**src/rtl/ctm_pkg.sv**
```systemverilog
// Shared types, token and error codes and character helpers of the C-minus token scanner.
package ctm_pkg;

  // Token kind codes
  localparam logic [4:0] KIND_EOF    = 5'd0;
  localparam logic [4:0] KIND_ERROR  = 5'd1;
  localparam logic [4:0] KIND_ID     = 5'd2;
  localparam logic [4:0] KIND_NUM    = 5'd3;
  localparam logic [4:0] KIND_ELSE   = 5'd4;
  localparam logic [4:0] KIND_IF     = 5'd5;
  localparam logic [4:0] KIND_INT    = 5'd6;
  localparam logic [4:0] KIND_RETURN = 5'd7;
  localparam logic [4:0] KIND_VOID   = 5'd8;
  localparam logic [4:0] KIND_WHILE  = 5'd9;
  localparam logic [4:0] KIND_PLUS   = 5'd10;
  localparam logic [4:0] KIND_MINUS  = 5'd11;
  localparam logic [4:0] KIND_STAR   = 5'd12;
  localparam logic [4:0] KIND_SLASH  = 5'd13;
  localparam logic [4:0] KIND_ASSIGN = 5'd14;
  localparam logic [4:0] KIND_EQ     = 5'd15;
  localparam logic [4:0] KIND_NE     = 5'd16;
  localparam logic [4:0] KIND_LT     = 5'd17;
  localparam logic [4:0] KIND_LE     = 5'd18;
  localparam logic [4:0] KIND_GT     = 5'd19;
  localparam logic [4:0] KIND_GE     = 5'd20;
  localparam logic [4:0] KIND_LPAREN = 5'd21;
  localparam logic [4:0] KIND_RPAREN = 5'd22;
  localparam logic [4:0] KIND_LBRACE = 5'd23;
  localparam logic [4:0] KIND_RBRACE = 5'd24;
  localparam logic [4:0] KIND_LBRACK = 5'd25;
  localparam logic [4:0] KIND_RBRACK = 5'd26;
  localparam logic [4:0] KIND_COMMA  = 5'd27;
  localparam logic [4:0] KIND_SEMI   = 5'd28;

  // Error codes
  localparam logic [1:0] ERR_NONE    = 2'd0;
  localparam logic [1:0] ERR_COMMENT = 2'd1;
  localparam logic [1:0] ERR_BANG    = 2'd2;
  localparam logic [1:0] ERR_UNKNOWN = 2'd3;

  // Characters with a role of their own
  localparam logic [7:0] CH_NEWLINE = 8'h0A;
  localparam logic [7:0] CH_BANG    = 8'h21;
  localparam logic [7:0] CH_STAR    = 8'h2A;
  localparam logic [7:0] CH_SLASH   = 8'h2F;
  localparam logic [7:0] CH_LT      = 8'h3C;
  localparam logic [7:0] CH_EQUAL   = 8'h3D;
  localparam logic [7:0] CH_GT      = 8'h3E;

  // Keyword texts, right aligned in the 48-bit prefix
  localparam logic [47:0] KW_ELSE   = 48'h0000_656C_7365;
  localparam logic [47:0] KW_IF     = 48'h0000_0000_6966;
  localparam logic [47:0] KW_INT    = 48'h0000_0069_6E74;
  localparam logic [47:0] KW_RETURN = 48'h7265_7475_726E;
  localparam logic [47:0] KW_VOID   = 48'h0000_766F_6964;
  localparam logic [47:0] KW_WHILE  = 48'h0077_6869_6C65;

  localparam logic [23:0] LINE_MAX = 24'hFF_FFFF;

  // Depth of the result queue
  localparam int FIFO_DEPTH = 4;

  // One result word
  typedef struct packed {
    logic [4:0]  kind;
    logic [1:0]  err;
    logic [7:0]  bad_byte;
    logic [31:0] start;
    logic [7:0]  len;
    logic        ovf;
    logic [23:0] line;
    logic        last;
  } token_t;

  // Results of one scanned item
  typedef struct packed {
    logic [1:0] count;
    token_t     word0;
    token_t     word1;
  } push_t;

  function automatic logic is_letter(input logic [7:0] b);
    return (b >= 8'h61 && b <= 8'h7A) || (b >= 8'h41 && b <= 8'h5A);
  endfunction

  function automatic logic is_digit(input logic [7:0] b);
    return b >= 8'h30 && b <= 8'h39;
  endfunction

  function automatic logic is_space(input logic [7:0] b);
    return b == 8'h20 || (b >= 8'h09 && b <= 8'h0D);
  endfunction

  // One-character tokens that never pair; KIND_EOF means none
  function automatic logic [4:0] single_kind(input logic [7:0] b);
    case (b)
      8'h2B:   return KIND_PLUS;   // +
      8'h2D:   return KIND_MINUS;  // -
      8'h2A:   return KIND_STAR;   // *
      8'h28:   return KIND_LPAREN;
      8'h29:   return KIND_RPAREN;
      8'h7B:   return KIND_LBRACE;
      8'h7D:   return KIND_RBRACE;
      8'h5B:   return KIND_LBRACK;
      8'h5D:   return KIND_RBRACK;
      8'h2C:   return KIND_COMMA;
      8'h3B:   return KIND_SEMI;
      default: return KIND_EOF;
    endcase
  endfunction

  function automatic token_t make_token(input logic [4:0] kind, input logic [1:0] err,
                                        input logic [7:0] bad_byte, input logic [31:0] start,
                                        input logic [7:0] len, input logic ovf,
                                        input logic [23:0] line);
    token_t t;
    t.kind     = kind;
    t.err      = err;
    t.bad_byte = bad_byte;
    t.start    = start;
    t.len      = len;
    t.ovf      = ovf;
    t.line     = line;
    t.last     = 1'b0;
    return t;
  endfunction

endpackage

```
**src/rtl/c_minus_token_scanner_top.sv**
```systemverilog
// Top level of the C-minus token scanner: byte input channel and token output channel.
// Takes one source byte (or an end-of-text mark) per cycle and gives tokens with kind,
// error code, start offset, length, line and a flag on the last token of each word.
// A byte is taken in the cycle it arrives as long as the four-word token queue has two
// free places, so a steady stream runs at one byte per clock; a byte that finishes one
// token and yields another (for example "x+") puts two words in the queue, and the output
// side then gives them one at a time. The scan itself is one pass of logic per byte on
// the stored scanner state; tokens are written to the queue at the clock edge that takes
// the byte that completes them. Identifier and number lengths stop at MAX_LEXEME.
module c_minus_token_scanner_top #(
  parameter int MAX_LEXEME = 255
) (
  input  logic        clk,
  input  logic        rst,
  input  logic        in_valid,
  output logic        in_ready,
  input  logic [7:0]  char_byte,
  input  logic        end_of_input,
  output logic        out_valid,
  input  logic        out_ready,
  output logic [4:0]  token_kind,
  output logic [1:0]  error_kind,
  output logic [7:0]  offending_byte,
  output logic [31:0] start_offset,
  output logic [7:0]  lexeme_length,
  output logic        length_overflow,
  output logic [23:0] line_number,
  output logic        last_of_run
);

  ctm_pkg::push_t  push;
  ctm_pkg::token_t head;
  logic            fire;

  assign fire = in_valid && in_ready;

  // Per-byte scan
  ctm_scan_core #(
    .MAX_LEXEME (MAX_LEXEME)
  ) u_core (
    .clk          (clk),
    .rst          (rst),
    .fire         (fire),
    .char_byte    (char_byte),
    .end_of_input (end_of_input),
    .push         (push)
  );

  // Token queue
  ctm_token_fifo u_fifo (
    .clk       (clk),
    .rst       (rst),
    .push      (push),
    .room      (in_ready),
    .out_valid (out_valid),
    .out_ready (out_ready),
    .head      (head)
  );

  // Output fields
  assign token_kind      = head.kind;
  assign error_kind      = head.err;
  assign offending_byte  = head.bad_byte;
  assign start_offset    = head.start;
  assign lexeme_length   = head.len;
  assign length_overflow = head.ovf;
  assign line_number     = head.line;
  assign last_of_run     = head.last;

endmodule

```
**src/rtl/ctm_scan_core.sv**
```systemverilog
// Scanner state and the single-pass next-state and token logic for one byte.
module ctm_scan_core #(
  parameter int MAX_LEXEME = 255
) (
  input  logic          clk,
  input  logic          rst,
  input  logic          fire,
  input  logic [7:0]    char_byte,
  input  logic          end_of_input,
  output ctm_pkg::push_t push
);

  localparam int LEN_W = $clog2(MAX_LEXEME + 1);

  localparam logic [3:0] PH_START   = 4'd0;
  localparam logic [3:0] PH_WORD    = 4'd1;
  localparam logic [3:0] PH_NUMBER  = 4'd2;
  localparam logic [3:0] PH_SLASH   = 4'd3;
  localparam logic [3:0] PH_COMMENT = 4'd4;
  localparam logic [3:0] PH_CSTAR   = 4'd5;
  localparam logic [3:0] PH_EQ      = 4'd6;
  localparam logic [3:0] PH_BANG    = 4'd7;
  localparam logic [3:0] PH_LT      = 4'd8;
  localparam logic [3:0] PH_GT      = 4'd9;

  logic [3:0]       phase, phase_next;
  logic [47:0]      prefix, prefix_next;
  logic [LEN_W-1:0] plen, plen_next;
  logic             povf, povf_next;
  logic [31:0]      pstart, pstart_next;
  logic [23:0]      pline, pline_next;
  logic [23:0]      line_count, line_count_next;
  logic [31:0]      byte_offset, byte_offset_next;

  logic [7:0]       b;
  logic             eoi, more, redo;
  logic             a_v, b_v;
  ctm_pkg::token_t  tok_a, tok_b;
  logic [47:0]      ext_prefix;
  logic [LEN_W-1:0] ext_len;
  logic             ext_ovf;
  logic [23:0]      line_inc;
  logic [4:0]       word_kind, two_kind, one_kind;
  logic [4:0]       sk;

  assign b    = char_byte;
  assign eoi  = end_of_input;
  assign more = !end_of_input;

  // Growing a pending id or number by one byte
  assign ext_prefix = (plen < LEN_W'(6)) ? {prefix[39:0], b} : prefix;
  assign ext_len    = (plen < LEN_W'(MAX_LEXEME)) ? plen + LEN_W'(1) : plen;
  assign ext_ovf    = povf | !(plen < LEN_W'(MAX_LEXEME));
  assign line_inc   = (line_count == ctm_pkg::LINE_MAX) ? line_count
                                                        : line_count + 24'd1;
  assign sk         = ctm_pkg::single_kind(b);

  // Keyword match on a finished word
  always_comb begin
    word_kind = ctm_pkg::KIND_ID;
    if (!povf) begin
      if (plen == LEN_W'(4) && prefix == ctm_pkg::KW_ELSE)   word_kind = ctm_pkg::KIND_ELSE;
      if (plen == LEN_W'(2) && prefix == ctm_pkg::KW_IF)     word_kind = ctm_pkg::KIND_IF;
      if (plen == LEN_W'(3) && prefix == ctm_pkg::KW_INT)    word_kind = ctm_pkg::KIND_INT;
      if (plen == LEN_W'(6) && prefix == ctm_pkg::KW_RETURN) word_kind = ctm_pkg::KIND_RETURN;
      if (plen == LEN_W'(4) && prefix == ctm_pkg::KW_VOID)   word_kind = ctm_pkg::KIND_VOID;
      if (plen == LEN_W'(5) && prefix == ctm_pkg::KW_WHILE)  word_kind = ctm_pkg::KIND_WHILE;
    end
  end

  // Two- and one-character kinds of a pending operator
  always_comb begin
    case (phase)
      PH_EQ:   begin two_kind = ctm_pkg::KIND_EQ; one_kind = ctm_pkg::KIND_ASSIGN; end
      PH_LT:   begin two_kind = ctm_pkg::KIND_LE; one_kind = ctm_pkg::KIND_LT; end
      PH_GT:   begin two_kind = ctm_pkg::KIND_GE; one_kind = ctm_pkg::KIND_GT; end
      default: begin two_kind = ctm_pkg::KIND_NE; one_kind = ctm_pkg::KIND_ERROR; end
    endcase
  end

  // Continue or finish the pending token; a byte that does not belong to it is scanned from between tokens
  always_comb begin
    phase_next       = phase;
    prefix_next      = prefix;
    plen_next        = plen;
    povf_next        = povf;
    pstart_next      = pstart;
    pline_next       = pline;
    line_count_next  = line_count;
    byte_offset_next = byte_offset;
    a_v   = 1'b0;
    b_v   = 1'b0;
    redo  = 1'b0;
    tok_a = '0;
    tok_b = '0;

    case (phase)
      PH_WORD: begin
        if (more && ctm_pkg::is_letter(b)) begin
          prefix_next = ext_prefix;
          plen_next   = ext_len;
          povf_next   = ext_ovf;
        end else begin
          a_v   = 1'b1;
          tok_a = ctm_pkg::make_token(word_kind, ctm_pkg::ERR_NONE, 8'd0, pstart,
                                      8'(plen), povf, pline);
          redo  = 1'b1;
        end
      end
      PH_NUMBER: begin
        if (more && ctm_pkg::is_digit(b)) begin
          prefix_next = ext_prefix;
          plen_next   = ext_len;
          povf_next   = ext_ovf;
        end else begin
          a_v   = 1'b1;
          tok_a = ctm_pkg::make_token(ctm_pkg::KIND_NUM, ctm_pkg::ERR_NONE, 8'd0, pstart,
                                      8'(plen), povf, pline);
          redo  = 1'b1;
        end
      end
      PH_SLASH: begin
        if (more && b == ctm_pkg::CH_STAR) begin
          phase_next = PH_COMMENT;
        end else begin
          a_v   = 1'b1;
          tok_a = ctm_pkg::make_token(ctm_pkg::KIND_SLASH, ctm_pkg::ERR_NONE, 8'd0, pstart,
                                      8'd1, 1'b0, pline);
          redo  = 1'b1;
        end
      end
      PH_COMMENT, PH_CSTAR: begin
        if (eoi) begin
          a_v   = 1'b1;
          tok_a = ctm_pkg::make_token(ctm_pkg::KIND_ERROR, ctm_pkg::ERR_COMMENT, 8'd0,
                                      pstart, 8'd2, 1'b0, pline);
          redo  = 1'b1;
        end else if (b == ctm_pkg::CH_STAR) begin
          phase_next = PH_CSTAR;
        end else if (b == ctm_pkg::CH_SLASH && phase == PH_CSTAR) begin
          phase_next = PH_START;
        end else begin
          if (b == ctm_pkg::CH_NEWLINE) line_count_next = line_inc;
          phase_next = PH_COMMENT;
        end
      end
      PH_EQ, PH_LT, PH_GT, PH_BANG: begin
        a_v = 1'b1;
        if (more && b == ctm_pkg::CH_EQUAL) begin
          tok_a      = ctm_pkg::make_token(two_kind, ctm_pkg::ERR_NONE, 8'd0, pstart,
                                           8'd2, 1'b0, pline);
          phase_next = PH_START;
        end else begin
          tok_a = ctm_pkg::make_token(one_kind,
                                      (phase == PH_BANG) ? ctm_pkg::ERR_BANG
                                                         : ctm_pkg::ERR_NONE,
                                      8'd0, pstart, 8'd1, 1'b0, pline);
          redo  = 1'b1;
        end
      end
      default: begin
        redo = 1'b1;
      end
    endcase

    // Scan from between tokens
    if (redo) begin
      phase_next = PH_START;
      if (eoi) begin
        b_v   = 1'b1;
        tok_b = ctm_pkg::make_token(ctm_pkg::KIND_EOF, ctm_pkg::ERR_NONE, 8'd0, byte_offset,
                                    8'd0, 1'b0, line_count);
      end else if (ctm_pkg::is_space(b)) begin
        if (b == ctm_pkg::CH_NEWLINE) line_count_next = line_inc;
      end else if (ctm_pkg::is_letter(b) || ctm_pkg::is_digit(b) ||
                   b == ctm_pkg::CH_SLASH || b == ctm_pkg::CH_EQUAL ||
                   b == ctm_pkg::CH_BANG || b == ctm_pkg::CH_LT || b == ctm_pkg::CH_GT) begin
        if (ctm_pkg::is_letter(b))       phase_next = PH_WORD;
        else if (ctm_pkg::is_digit(b))   phase_next = PH_NUMBER;
        else if (b == ctm_pkg::CH_SLASH) phase_next = PH_SLASH;
        else if (b == ctm_pkg::CH_EQUAL) phase_next = PH_EQ;
        else if (b == ctm_pkg::CH_BANG)  phase_next = PH_BANG;
        else if (b == ctm_pkg::CH_LT)    phase_next = PH_LT;
        else                             phase_next = PH_GT;
        pstart_next = byte_offset;
        pline_next  = line_count;
        plen_next   = LEN_W'(1);
        povf_next   = 1'b0;
        prefix_next = {40'd0, b};
      end else if (sk != ctm_pkg::KIND_EOF) begin
        b_v   = 1'b1;
        tok_b = ctm_pkg::make_token(sk, ctm_pkg::ERR_NONE, 8'd0, byte_offset, 8'd1, 1'b0,
                                    line_count);
      end else begin
        b_v   = 1'b1;
        tok_b = ctm_pkg::make_token(ctm_pkg::KIND_ERROR, ctm_pkg::ERR_UNKNOWN, b,
                                    byte_offset, 8'd1, 1'b0, line_count);
      end
    end

    // End of text restarts the counters
    if (eoi) begin
      phase_next       = PH_START;
      byte_offset_next = 32'd0;
      line_count_next  = 24'd1;
    end else begin
      byte_offset_next = byte_offset + 32'd1;
    end
  end

  // Result words of this byte, the last one flagged
  always_comb begin
    push.count = fire ? ({1'b0, a_v} + {1'b0, b_v}) : 2'd0;
    push.word0 = a_v ? tok_a : tok_b;
    push.word1 = tok_b;
    push.word0.last = !(a_v && b_v);
    push.word1.last = 1'b1;
  end

  // Scanner state
  always_ff @(posedge clk) begin
    if (rst) begin
      phase       <= PH_START;
      prefix      <= 48'd0;
      plen        <= '0;
      povf        <= 1'b0;
      pstart      <= 32'd0;
      pline       <= 24'd1;
      line_count  <= 24'd1;
      byte_offset <= 32'd0;
    end else if (fire) begin
      phase       <= phase_next;
      prefix      <= prefix_next;
      plen        <= plen_next;
      povf        <= povf_next;
      pstart      <= pstart_next;
      pline       <= pline_next;
      line_count  <= line_count_next;
      byte_offset <= byte_offset_next;
    end
  end

  // End of text always yields at least the EOF word and resets the position
  a_eoi_emits: assert property (@(posedge clk) disable iff (rst)
    (fire && end_of_input) |-> (push.count != 2'd0))
    else $error("end of text produced no token");

  a_eoi_restart: assert property (@(posedge clk) disable iff (rst)
    (fire && end_of_input) |=> (byte_offset == 32'd0 && line_count == 24'd1))
    else $error("position not restarted after end of text");

  a_len_bound: assert property (@(posedge clk) disable iff (rst)
    plen <= LEN_W'(MAX_LEXEME))
    else $error("pending length beyond maximum");

endmodule

```
**src/rtl/ctm_token_fifo.sv**
```systemverilog
// Four-word result queue taking up to two tokens per cycle and giving one while out_ready is high.
module ctm_token_fifo (
  input  logic            clk,
  input  logic            rst,
  input  ctm_pkg::push_t  push,
  output logic            room,
  output logic            out_valid,
  input  logic            out_ready,
  output ctm_pkg::token_t head
);

  localparam int PTR_W = $clog2(ctm_pkg::FIFO_DEPTH);
  localparam int CNT_W = $clog2(ctm_pkg::FIFO_DEPTH + 1);

  ctm_pkg::token_t  mem [ctm_pkg::FIFO_DEPTH];
  logic [PTR_W-1:0] wr_ptr, rd_ptr;
  logic [CNT_W-1:0] count, count_next;
  logic             pop;

  assign room      = count <= CNT_W'(ctm_pkg::FIFO_DEPTH - 2);
  assign out_valid = count != '0;
  assign pop       = out_valid && out_ready;
  assign head      = mem[rd_ptr];
  assign count_next = count + CNT_W'(push.count) - CNT_W'(pop);

  // Storage
  always_ff @(posedge clk) begin
    if (push.count != 2'd0) mem[wr_ptr] <= push.word0;
    if (push.count == 2'd2) mem[wr_ptr + PTR_W'(1)] <= push.word1;
  end

  // Pointers and fill
  always_ff @(posedge clk) begin
    if (rst) begin
      wr_ptr <= '0;
      rd_ptr <= '0;
      count  <= '0;
    end else begin
      wr_ptr <= wr_ptr + PTR_W'(push.count);
      if (pop) rd_ptr <= rd_ptr + PTR_W'(1);
      count  <= count_next;
    end
  end

  a_no_overfill: assert property (@(posedge clk) disable iff (rst)
    count <= CNT_W'(ctm_pkg::FIFO_DEPTH))
    else $error("result queue overfilled");

  a_push_room: assert property (@(posedge clk) disable iff (rst)
    (push.count != 2'd0) |-> (count <= CNT_W'(ctm_pkg::FIFO_DEPTH - 2)))
    else $error("tokens pushed without room for two");

  a_pop_advance: assert property (@(posedge clk) disable iff (rst)
    pop |=> (rd_ptr == $past(rd_ptr) + PTR_W'(1)))
    else $error("read pointer did not advance on pop");

endmodule

```
**config.mk**
```make
export PLATFORM = sky130hd
export DESIGN_NAME = c_minus_token_scanner_top
export DESIGN_NICKNAME = d
export VERILOG_FILES = /design/src/rtl/ctm_pkg.sv /design/src/rtl/c_minus_token_scanner_top.sv /design/src/rtl/ctm_scan_core.sv /design/src/rtl/ctm_token_fifo.sv
export SDC_FILE = /design/constraint.sdc
export NUM_CORES = 1
export LEC_CHECK = 0
export ABC_AREA = 1
export BUFFER_PORTS_ARGS = -buffer_cell sky130_fd_sc_hd__buf_4
export CORE_ASPECT_RATIO = 0.8
export CORE_MARGIN = 8
export CORE_UTILIZATION = 36
export CTS_CLUSTER_SIZE = 14
export DETAILED_ROUTE_END_ITERATION = 12
export HOLD_SLACK_MARGIN = 0.05
export MAX_ROUTING_LAYER = met4
export PLACE_DENSITY = 0.54
export SYNTH_ARGS = -nofsm -noshare
export SYNTH_HDL_FRONTEND = slang
export SYNTH_SLANG_ARGS = --single-unit
```
**constraint.sdc**
```tcl
create_clock -name clk -period 5.8 [get_ports clk]
set_input_delay 0.87 -clock clk [delete_from_list [all_inputs] [get_ports clk]]
set_output_delay 0.87 -clock clk [all_outputs]
set_load 0.005 [all_outputs]
```
==> results of run 1 <==
==> Yosys cell counts, drive strengths merged, types with 6 or more instances <==
master  instances  share of area
edfxtp        288           0.32
clkbuf        144          0.020
nor3           57          0.011
nor4            6         0.0016
o21ai         325          0.060
o22ai          81          0.019
a21oi         183          0.034
inv           311          0.043
ha             11         0.0051
nand4          29         0.0067
buf            70          0.015
nand3         455          0.084
o211ai         10         0.0028
nor2          369          0.053
dfxtp         218           0.16
xor2           10         0.0032
nand2        1077           0.15
==> metrics by stage <==
stage	hold WS [ns]	setup slack, ns	std cells	util
6_report	0.451	1.00	4735	0.412
5_1_grt	0.464	0.670	4735	0.412
4_1_cts	0.454	1.13	4735	0.412
3_5_place_dp	0.440	0.515	4627	0.383
3_3_place_gp	0.438	0.506	4627	0.383
2_1_floorplan	0.423	0.0953	3689	-
==> layout by cell type (no fill, tap or decap), drive strengths merged, types with 5 or more instances in the layout <==
master	netlist	routed
nand2	1077	1077
o21ai	325	325
a21oi	183	183
nor4	6	6
o22ai	81	81
buf	70	140
a31oi	5	5
nand4	29	29
nor2	369	369
o2111ai	5	5
o211ai	10	10
nand3	455	455
bufinv	0	14
xor2	10	10
clkinv	2	19
inv	311	312
ha	11	11
edfxtp	288	288
clkbuf	144	73
nor3	57	57
dfxtp	218	218
==> path summary, 6_finish.rpt <==
path              slack, ns                     startpoint  cells after the start                             to
hold / removal         0.45  u_core.pline[14]$_SDFFE_PP0P_                      2  u_core.pline[14]$_SDFFE_PP0P_
setup / recovery       1.00                   char_byte[6]                     25    u_fifo.mem[2][73]$_DFFE_PP_
hold reg to reg        0.45  u_core.pline[14]$_SDFFE_PP0P_                      2  u_core.pline[14]$_SDFFE_PP0P_
setup reg to reg       1.19   u_core.phase[1]$_SDFFE_PP0P_                     22    u_fifo.mem[2][73]$_DFFE_PP_
==> metal layers <==
metal | global-route usage | wire (um) | part of all wire
met2 | 0.336 | 40900 | 0.45
met3 | 0.0222 | 5150 | 0.057
met1 | 0.300 | 42600 | 0.47
met5 | - | 0 | 0
met4 | 0.0505 | 1730 | 0.019
==> registers in the layout, summed over array words and instances (netlist names), named ones only <==
| name | count |
|---|---|
| u_core.povf | 1 |
| u_core.pline | 24 |
| u_core.plen | 8 |
| u_core.prefix | 48 |
| u_fifo.wr_ptr | 2 |
| u_fifo.count | 3 |
| u_core.phase | 4 |
| u_core.pstart | 32 |
| u_core.byte_offset | 32 |
| u_core.line_count | 24 |
| u_fifo.rd_ptr | 2 |
| u_fifo.mem | 324 |
==> layout make-up <==
| type | instances | area (um^2) |
|---|---|---|
| fill | 7728 | 44100 |
| sequential | 506 | 13000 |
| multi-input combinational | 2656 | 12100 |
| clock buffer | 73 | 1560 |
| tap | 1012 | 1270 |
| inverter | 313 | 1180 |
| timing repair buffer | 140 | 1160 |
| clock inverter | 35 | 594 |
==> worst max-delay path: stages <==
cell and delay (ns):
buf_4 0.13, inv_1 0.07, nand2_1 0.13, nor2_2 0.21, nand2_1 0.08, nand2_1 0.12, nand3_2 0.24, nand2_2 0.19
nand2_2 0.19, inv_2 0.10, nand2_2 0.05, nand2_1 0.06, inv_1 0.04, ha_1 0.28, inv_1 0.12, nor2_1 0.06
buf_4 0.14, nor2_1 0.43, nor3_2 0.11, inv_1 0.25, nor2_1 0.10, nand2_1 0.17, inv_2 0.08, a21oi_1 0.79
nor2_1 0.13
==> where the power goes <==
| group | total, W | internal, W | switching, W |
|---|---|---|---|
| combinational | 0.00337 | 0.000936 | 0.00243 |
| clock | 0.00412 | 0.00253 | 0.00158 |
| sequential | 0.00446 | 0.00432 | 0.000145 |
| total | 0.0119 | 0.00779 | 0.00416 |
==> cell families after synthesis <==
group           share of synthesized area
xor+xnor                          0.00452
compound gates                      0.122
fa+ha+maj                         0.00581
simple gates                        0.310
flops                               0.479
buf+inv                            0.0779
==> metrics, run 1 <==
vias 24800; minimum clock period 4.80 ns; pin count of the biggest net entering global routing 113; IO buf count 95; Synth Net Count 3714; cell area after synthesis 27200 um^2; Chip Width 323 um; initial antenna violation count 0; crit path max fanout 12; total grt overflow 0; Mapped Cells 3689; register bit total from synthesis 506; final net count 3699; CP endpoint kind register; Synth-to-Final Area Change 13.8%; placed cell areas 28700 um^2; I/O pins 96; clock-pin slew on the worst setup and hold paths 0.06 ns; Clock Skew 0.0434 ns; ANT cells 0; hold crit path type reg2reg; Root Driver clkbuf_16; DR WL/cell 19.1 um; Clock Sinks 506; Via density 5.24; Final Setup Violations 0; Final period util 0.827; Cell variety after synth 51; async set or reset register ratio after synthesis 0; CP Data Required Time 6.14 ns; endpoints failing hold 0; first-pass GRT wire length 140000 um; status finished, final reports clean; total power 0.0119 W; Setup Fix Bufs, Post-CTS 0; Num CTS Buffers 57; DRC 0; Design Area, Final 30900 um^2; Initial Util 0.362; post_cts resized 0; Skew-Pair Late Insertion Delay 0.64 ns; CP Launch Type primary input; # rows 90; maximum vdd drop 0.000293 V; core area 75000 um^2; top_reg_cell synth edfxtp_1; Slew @ Worst Pin 1.15 ns; power per cell area 387 nW/um^2; H-tree depth 2; CP Class in2reg; max-cap viol count 0; post-DP HPWL 54400 um; full die area 84500 um^2; DR pass1 iterations 5; die height 262 um; hold buffer count at CTS 0; relative slew slack 0.234; CTS tree done; Final Max Slew Viols 0; GR Util All Layers 0.215; Arr. time, crit path 5.14 ns; Synth warnings 0; routed wire length 90300 um; Static Leak 12.4 nW; Setup TNS 0 ns; Seq/Total Area, Yosys 0.479; DR iter-0 viols 2050; number of global-route vias before repair 23200; Mapped Avg Cell Area 7.36 um^2; RSZ-0062 raised after global routing no; layout cells sized above 1 0.0803; FMAX 0.209 GHz; Post-synth EDFFs 288; clk buf depth 3; Final ANT Viol Nets 0; global placement routability congestion 0.891
Note: power is estimated with default switching activity, not from simulation.
==> run 2, diff against run 1 <==
- PLACE_DENSITY: 0.54 -> 0.52
- clock period: 5.8 -> 4.84 ns (I/O delays scaled with it)
==> run 2 against run 1 <==
Compared with the run above:
- clock skew fell by 0.022 ns
- critical path type unchanged
- largest cell class unchanged
- utilization about the same
- critical path depth shrank 3
- combinational power increased by 21%
- routed wire length rose by 0.89%
- highest routed layer unchanged
- register-to-register slack worse by 0.44 ns
- die area unchanged
==> metrics, run 2 (synthesis results as in run 1) <==
Chip Width 323 um (unchanged); Reg2Reg Setup Slack 0.75 ns (-0.44 ns); Root Driver clkbuf_16; Arr. time, crit path 4.41 ns (-0.73 ns); Reg2Reg Depth 21 (-4.5%); commonest non-fill, non-tap cells in the layout nand2_1 (1060), nand3_1 (449), nor2_1 (356), o21ai_0 (315), inv_1 (295); IO buf count 95 (unchanged); CP Launch Type primary input; minimum clock period 4.09 ns; maximum vdd drop 0.000275 V (-6.2%); power per cell area 454 nW/um^2 (+17%); Num CTS Buffers 56 (-1.8%); post-DP HPWL 55700 um (+2.5%); Initial Util 0.362 (unchanged); routed wire length 91100 um (+0.89%); hold crit path type in2reg; final net count 3719 (+0.54%); max-cap viol count 0 (unchanged); largest register by flop count u_fifo.mem; Via density 5.25 (+0.18%); Slew @ Worst Pin 1.09 ns (-0.0574 ns); die height 262 um (unchanged); placed cell areas 28900 um^2 (+0.74%); FMAX 0.244 GHz; Final Setup Violations 0 (unchanged); Setup Fix Bufs, Post-CTS 0 (unchanged); DR pass1 iterations 6 (+1); max reg flops 324 (unchanged); total grt overflow 0 (unchanged); largest registers u_fifo.mem: 324 flops, u_core.prefix: 48 flops; Worst path slowest cell a21oi_1; clock-pin slew on the worst setup and hold paths 0.06 ns (about the same); core area 75000 um^2 (unchanged); initial antenna violation count 0 (unchanged); post_cts resized 0 (unchanged); CP endpoint kind register; relative slew slack 0.272 (+0.0382); Clock Skew 0.0212 ns (-0.0222 ns); Clock Sinks 506 (unchanged); status finished, final reports clean; pin count of the biggest net entering global routing 111 (-1.8%); CTS tree done; Final ANT Viol Nets 0 (unchanged); Setup TNS 0 ns (unchanged); layout cells sized above 1 0.0850 (+0.00469); Static Leak 12.4 nW (+0.21%); RSZ-0062 raised after global routing no; CP Cell Sequence buf_4, inv_1, nand2_1, nor2_4, inv_2, nor2_4, nand2_1, nand2_2, nand3_1, nor2_4, inv_2, ha_1, inv_1, nor2_1, nor2_1, nor3_2, inv_1, nor2_1, nand2_1, inv_2, a21oi_1, nor2_1; endpoints failing hold 0 (unchanged); clk buf depth 3 (unchanged); most common cell after layout, fill and taps aside nand2_1; Skew-Pair Late Insertion Delay 0.63 ns (about the same); DR iter-0 viols 2381 (+16%); DR WL/cell 19.2 um (+0.51%); max incr delay on CP 0.83 ns (+0.04 ns); Min-Delay Path Depth 3 (+1); Synth-to-Final Area Change 13.8% (about the same); I/O pins 96 (unchanged); Final period util 0.845; CP Class in2reg; crit path max fanout 8 (-4); GR Util All Layers 0.218 (+0.00294); # rows 90 (unchanged); Final Max Slew Viols 0 (unchanged); most frequent CP cell nor2_1; first-pass GRT wire length 142000 um (+1.3%); DRC 0 (unchanged); CP Data Required Time 5.16 ns (-0.98 ns); global placement routability congestion 0.912 (+2.3%); hold buffer count at CTS 0 (unchanged); ANT cells 0 (unchanged); full die area 84500 um^2 (unchanged); number of global-route vias before repair 23700 (+2.0%); H-tree depth 2 (unchanged); vias 25000 (+0.56%); Design Area, Final 30900 um^2 (about the same)
==> run 2: report_power, final <==
part	internal, W	total, W	switching [W]
registers	0.00517	0.00535	0.000185
logic	0.00119	0.00409	0.00290
clock network	0.00273	0.00460	0.00187
==> run 2: final timing paths <==
path | startpoint | endpoint
worst max-delay path | char_byte[6] | u_fifo.mem[2][67]$_DFFE_PP_
worst min-delay path | char_byte[4] | u_core.prefix[4]$_SDFFE_PP0P_
worst min register to register | u_core.pline[16]$_SDFFE_PP0P_ | u_core.pline[16]$_SDFFE_PP0P_
worst max register to register | u_core.phase[1]$_SDFFE_PP0P_ | u_fifo.mem[2][67]$_DFFE_PP_
==> run 2: layer usage <==
layer / vias to the layer above / global-route usage / share of wire
met2: 738 / 0.344 / 0.45
met5: - / - / 0
met3: 120 / 0.0262 / 0.059
li1: 12300 / - / -
met4: 0 / 0.0470 / 0.017
met1: 11800 / 0.301 / 0.47
==> run 2: area by class of cell <==
class | count | area [um^2]
tap | 1012 | 1270
multi-input combinational | 2656 | 12100
clock buffer | 67 | 1480
clock inverter | 38 | 478
fill | 7795 | 44100
inverter | 313 | 1180
sequential | 506 | 13000
timing repair buffer | 161 | 1360
==> run 2: per-stage QoR <==
| stage | hold slack [ns] | total power (W) | utilization | std cells | setup slack [ns] |
|---|---|---|---|---|---|
| final | 0.450 | 0.0140 | 0.412 | 4753 | 0.750 |
| after detailed placement | 0.441 | 0.00957 | 0.386 | 4648 | 0.193 |
| after floorplan | 0.423 | 0.00761 | - | 3689 | 0.0148 |
| after CTS | 0.422 | 0.0142 | 0.412 | 4753 | 0.765 |
| after global placement | 0.435 | 0.00958 | 0.386 | 4648 | 0.256 |
| after global routing | 0.451 | 0.0147 | 0.412 | 4753 | 0.413 |
==> run 2: worst max-delay path, delay by kind of cell <==
family / cells / cell delay, ns
fa+ha+maj: 1 / 0.29
buf+inv: 7 / 0.64
compound gates: 1 / 0.83
simple gates: 13 / 1.89
==> run 3, diff against run 2 <==
- clock period: 4.84 -> 3.8 ns (I/O delays scaled with it)
==> run 3 against run 2 <==
Compared with the run above:
- utilization increased by 0.81 points
- die area unchanged
- design area increased by 2.0%
- first-iteration DRC count decreased by 12%
- worst setup slack got worse by 0.38 ns
- largest cell class unchanged
- worst hold slack got worse by 0.16 ns
- clock skew increased by 0.00074 ns
- non-clock buffer count increased by 32
- register-to-register slack got worse by 0.38 ns
- largest power group unchanged
- global-route usage decreased by 0.15 points
- via count increased by 0.58%
- critical path depth decreased by 3
==> metrics, run 3 (synthesis results as in run 1) <==
CP Class reg2reg; H-tree depth 2 (unchanged); RSZ-0062 raised after global routing no; post-DP HPWL 57400 um (+3.1%); CP Data Required Time 4.28 ns (-0.88 ns); CTS tree done; multi-input logic area 12300 um^2 (+1.3%); Clock Skew 0.0219 ns (+0.000739 ns); commonest non-fill, non-tap cells in the layout nand2_1 (1051), nand3_1 (448), nor2_1 (350), o21ai_0 (315); IO buf count 95 (unchanged); GR Util All Layers 0.216 (-0.00155); final net count 3751 (+0.86%); max incr delay on CP 0.58 ns (-0.25 ns); power per cell area 574 nW/um^2 (+26%); endpoints failing hold 0 (unchanged); largest register by flop count u_fifo.mem; max reg flops 324 (unchanged); Final ANT Viol Nets 0 (unchanged); DR iter-0 viols 2098 (-12%); core area 75000 um^2 (unchanged); vias 25100 (+0.58%); pin count of the biggest net entering global routing 116 (+4.5%); number of global-route vias before repair 23300 (-1.7%); Synth-to-Final Area Change 16.1%; Worst path slowest cell buf_4; max-cap viol count 0 (unchanged); I/O pins 96 (unchanged); final setup margin 0.369 ns (-0.381 ns); maximum vdd drop 0.000373 V (+36%); Register Area 13000 um^2 (unchanged); clock-pin slew on the worst setup and hold paths 0.06 ns (about the same); initial antenna violation count 0 (unchanged); hold buffer count at CTS 0 (unchanged); Root Driver clkbuf_16; DR pass1 iterations 6 (unchanged); Setup Fix Bufs, Post-CTS 0 (unchanged); post_cts resized 0 (unchanged); Clock Sinks 506 (unchanged); DR WL/cell 19.0 um (-0.75%); dpl cells 4680 (+0.69%); first-pass GRT wire length 141000 um (-0.79%); CP Cell Sequence inv_2, nand2_1, nor2_1, nor2_2, nand2_1, nand3_1, nor2_2, nand2_2, nand2_2, inv_2, ha_4, inv_4, nor2_4, nor2_4, nor3_4, buf_4, a21oi_1, buf_4, nor2_1; routed wire length 91100 um (about the same); Arr. time, crit path 3.91 ns (-0.50 ns); Via density 5.25 (-0.11%); most common cell after layout, fill and taps aside nand2_1; largest registers u_fifo.mem: 324 flops, u_core.prefix: 48 flops; total power 0.0181 W (+29%); # rows 90 (unchanged); fill count 7752 (-0.55%); Initial Util 0.362 (unchanged); status finished, final reports clean; Util after Layout 0.420 (+0.00814); minimum clock period 3.43 ns; Reg2Reg Setup Slack 0.37 ns (-0.38 ns); Final period util 0.903; crit path max fanout 40 (+32); CP delay by family, top simple AND/OR/NAND/NOR gates; ANT cells 0 (unchanged); CP endpoint kind register; Hold WS 0.293 ns (-0.156 ns); full die area 84500 um^2 (unchanged); layout cells sized above 1 0.0980 (+0.0130); Static Leak 12.6 nW (+2.0%); relative slew slack 0.281 (+0.00885); CP Launch Type register; Slew @ Worst Pin 1.08 ns (-0.0133 ns); fin cells 4786 (+0.69%); Chip Width 323 um (unchanged); total grt overflow 0 (unchanged); Skew-Pair Late Insertion Delay 0.64 ns (about the same); DP Worst Slack 0.0233 ns (-0.170 ns); FMAX 0.291 GHz; clk buf depth 3 (unchanged); Final Setup Violations 0 (unchanged); Final Max Slew Viols 0 (unchanged); die height 262 um (unchanged); Num CTS Buffers 56 (unchanged); CP bufs+invs 5 (-2); hold crit path type in2reg; global placement routability congestion 0.889 (-2.5%); DRC 0 (unchanged)
[run 3: final cells by class]
| type | instances | share of cell area |
|---|---|---|
| clock inverter | 34 | 0.0135 |
| clock buffer | 72 | 0.0486 |
| sequential | 506 | 0.413 |
| multi-input combinational | 2656 | 0.389 |
| tap | 1012 | 0.0402 |
| inverter | 313 | 0.0378 |
| timing repair buffer | 193 | 0.0575 |
[run 3: path summary, 6_finish.rpt]
kind,startpoint,to,depth (start not counted)
hold reg to reg,u_core.pline[12]$_SDFFE_PP0P_,u_core.pline[12]$_SDFFE_PP0P_,2
setup reg to reg,u_core.phase[1]$_SDFFE_PP0P_,u_fifo.mem[2][73]$_DFFE_PP_,19
setup / recovery,u_core.phase[1]$_SDFFE_PP0P_,u_fifo.mem[2][73]$_DFFE_PP_,19
hold / removal,char_byte[4],u_core.prefix[4]$_SDFFE_PP0P_,3
[run 3: routing by layer]
metal / track usage / share of wire / vias to the layer above
li1: - / - / 12400
met1: 0.311 / 0.49 / 11800
met2: 0.329 / 0.44 / 752
met3: 0.0226 / 0.058 / 118
met4: 0.0475 / 0.018 / 0
met5: - / 0 / -
[run 3: worst reg2reg max path, stage by stage (launching register included)]
cell and delay (ns):
dfxtp_1 0.38, inv_2 0.11, nand2_1 0.10, nor2_1 0.29, nor2_2 0.08, nand2_1 0.07, nand3_1 0.08, nor2_2 0.12
nand2_2 0.07, nand2_2 0.07, inv_2 0.04, ha_4 0.27, inv_4 0.04, nor2_4 0.12, nor2_4 0.08, nor3_4 0.12
buf_4 0.58, a21oi_1 0.26, buf_4 0.28, nor2_1 0.12
[run 3: report_power, final]
| group | total (W) | internal [W] | switching (W) |
|---|---|---|---|
| combinational | 0.00542 | 0.00167 | 0.00375 |
| clock | 0.00584 | 0.00347 | 0.00237 |
| sequential | 0.00682 | 0.00658 | 0.000245 |
| total | 0.0181 | 0.0117 | 0.00637 |
[run 3: through the flow]
step | TNS (ns) | cell area, um^2
6_report | 0 | 31500
5_1_grt | 0 | 31500
4_1_cts | 0 | 31500
3_3_place_gp | 0 | 29600
2_1_floorplan | -15.28 | 27400
3_5_place_dp | 0 | 29600
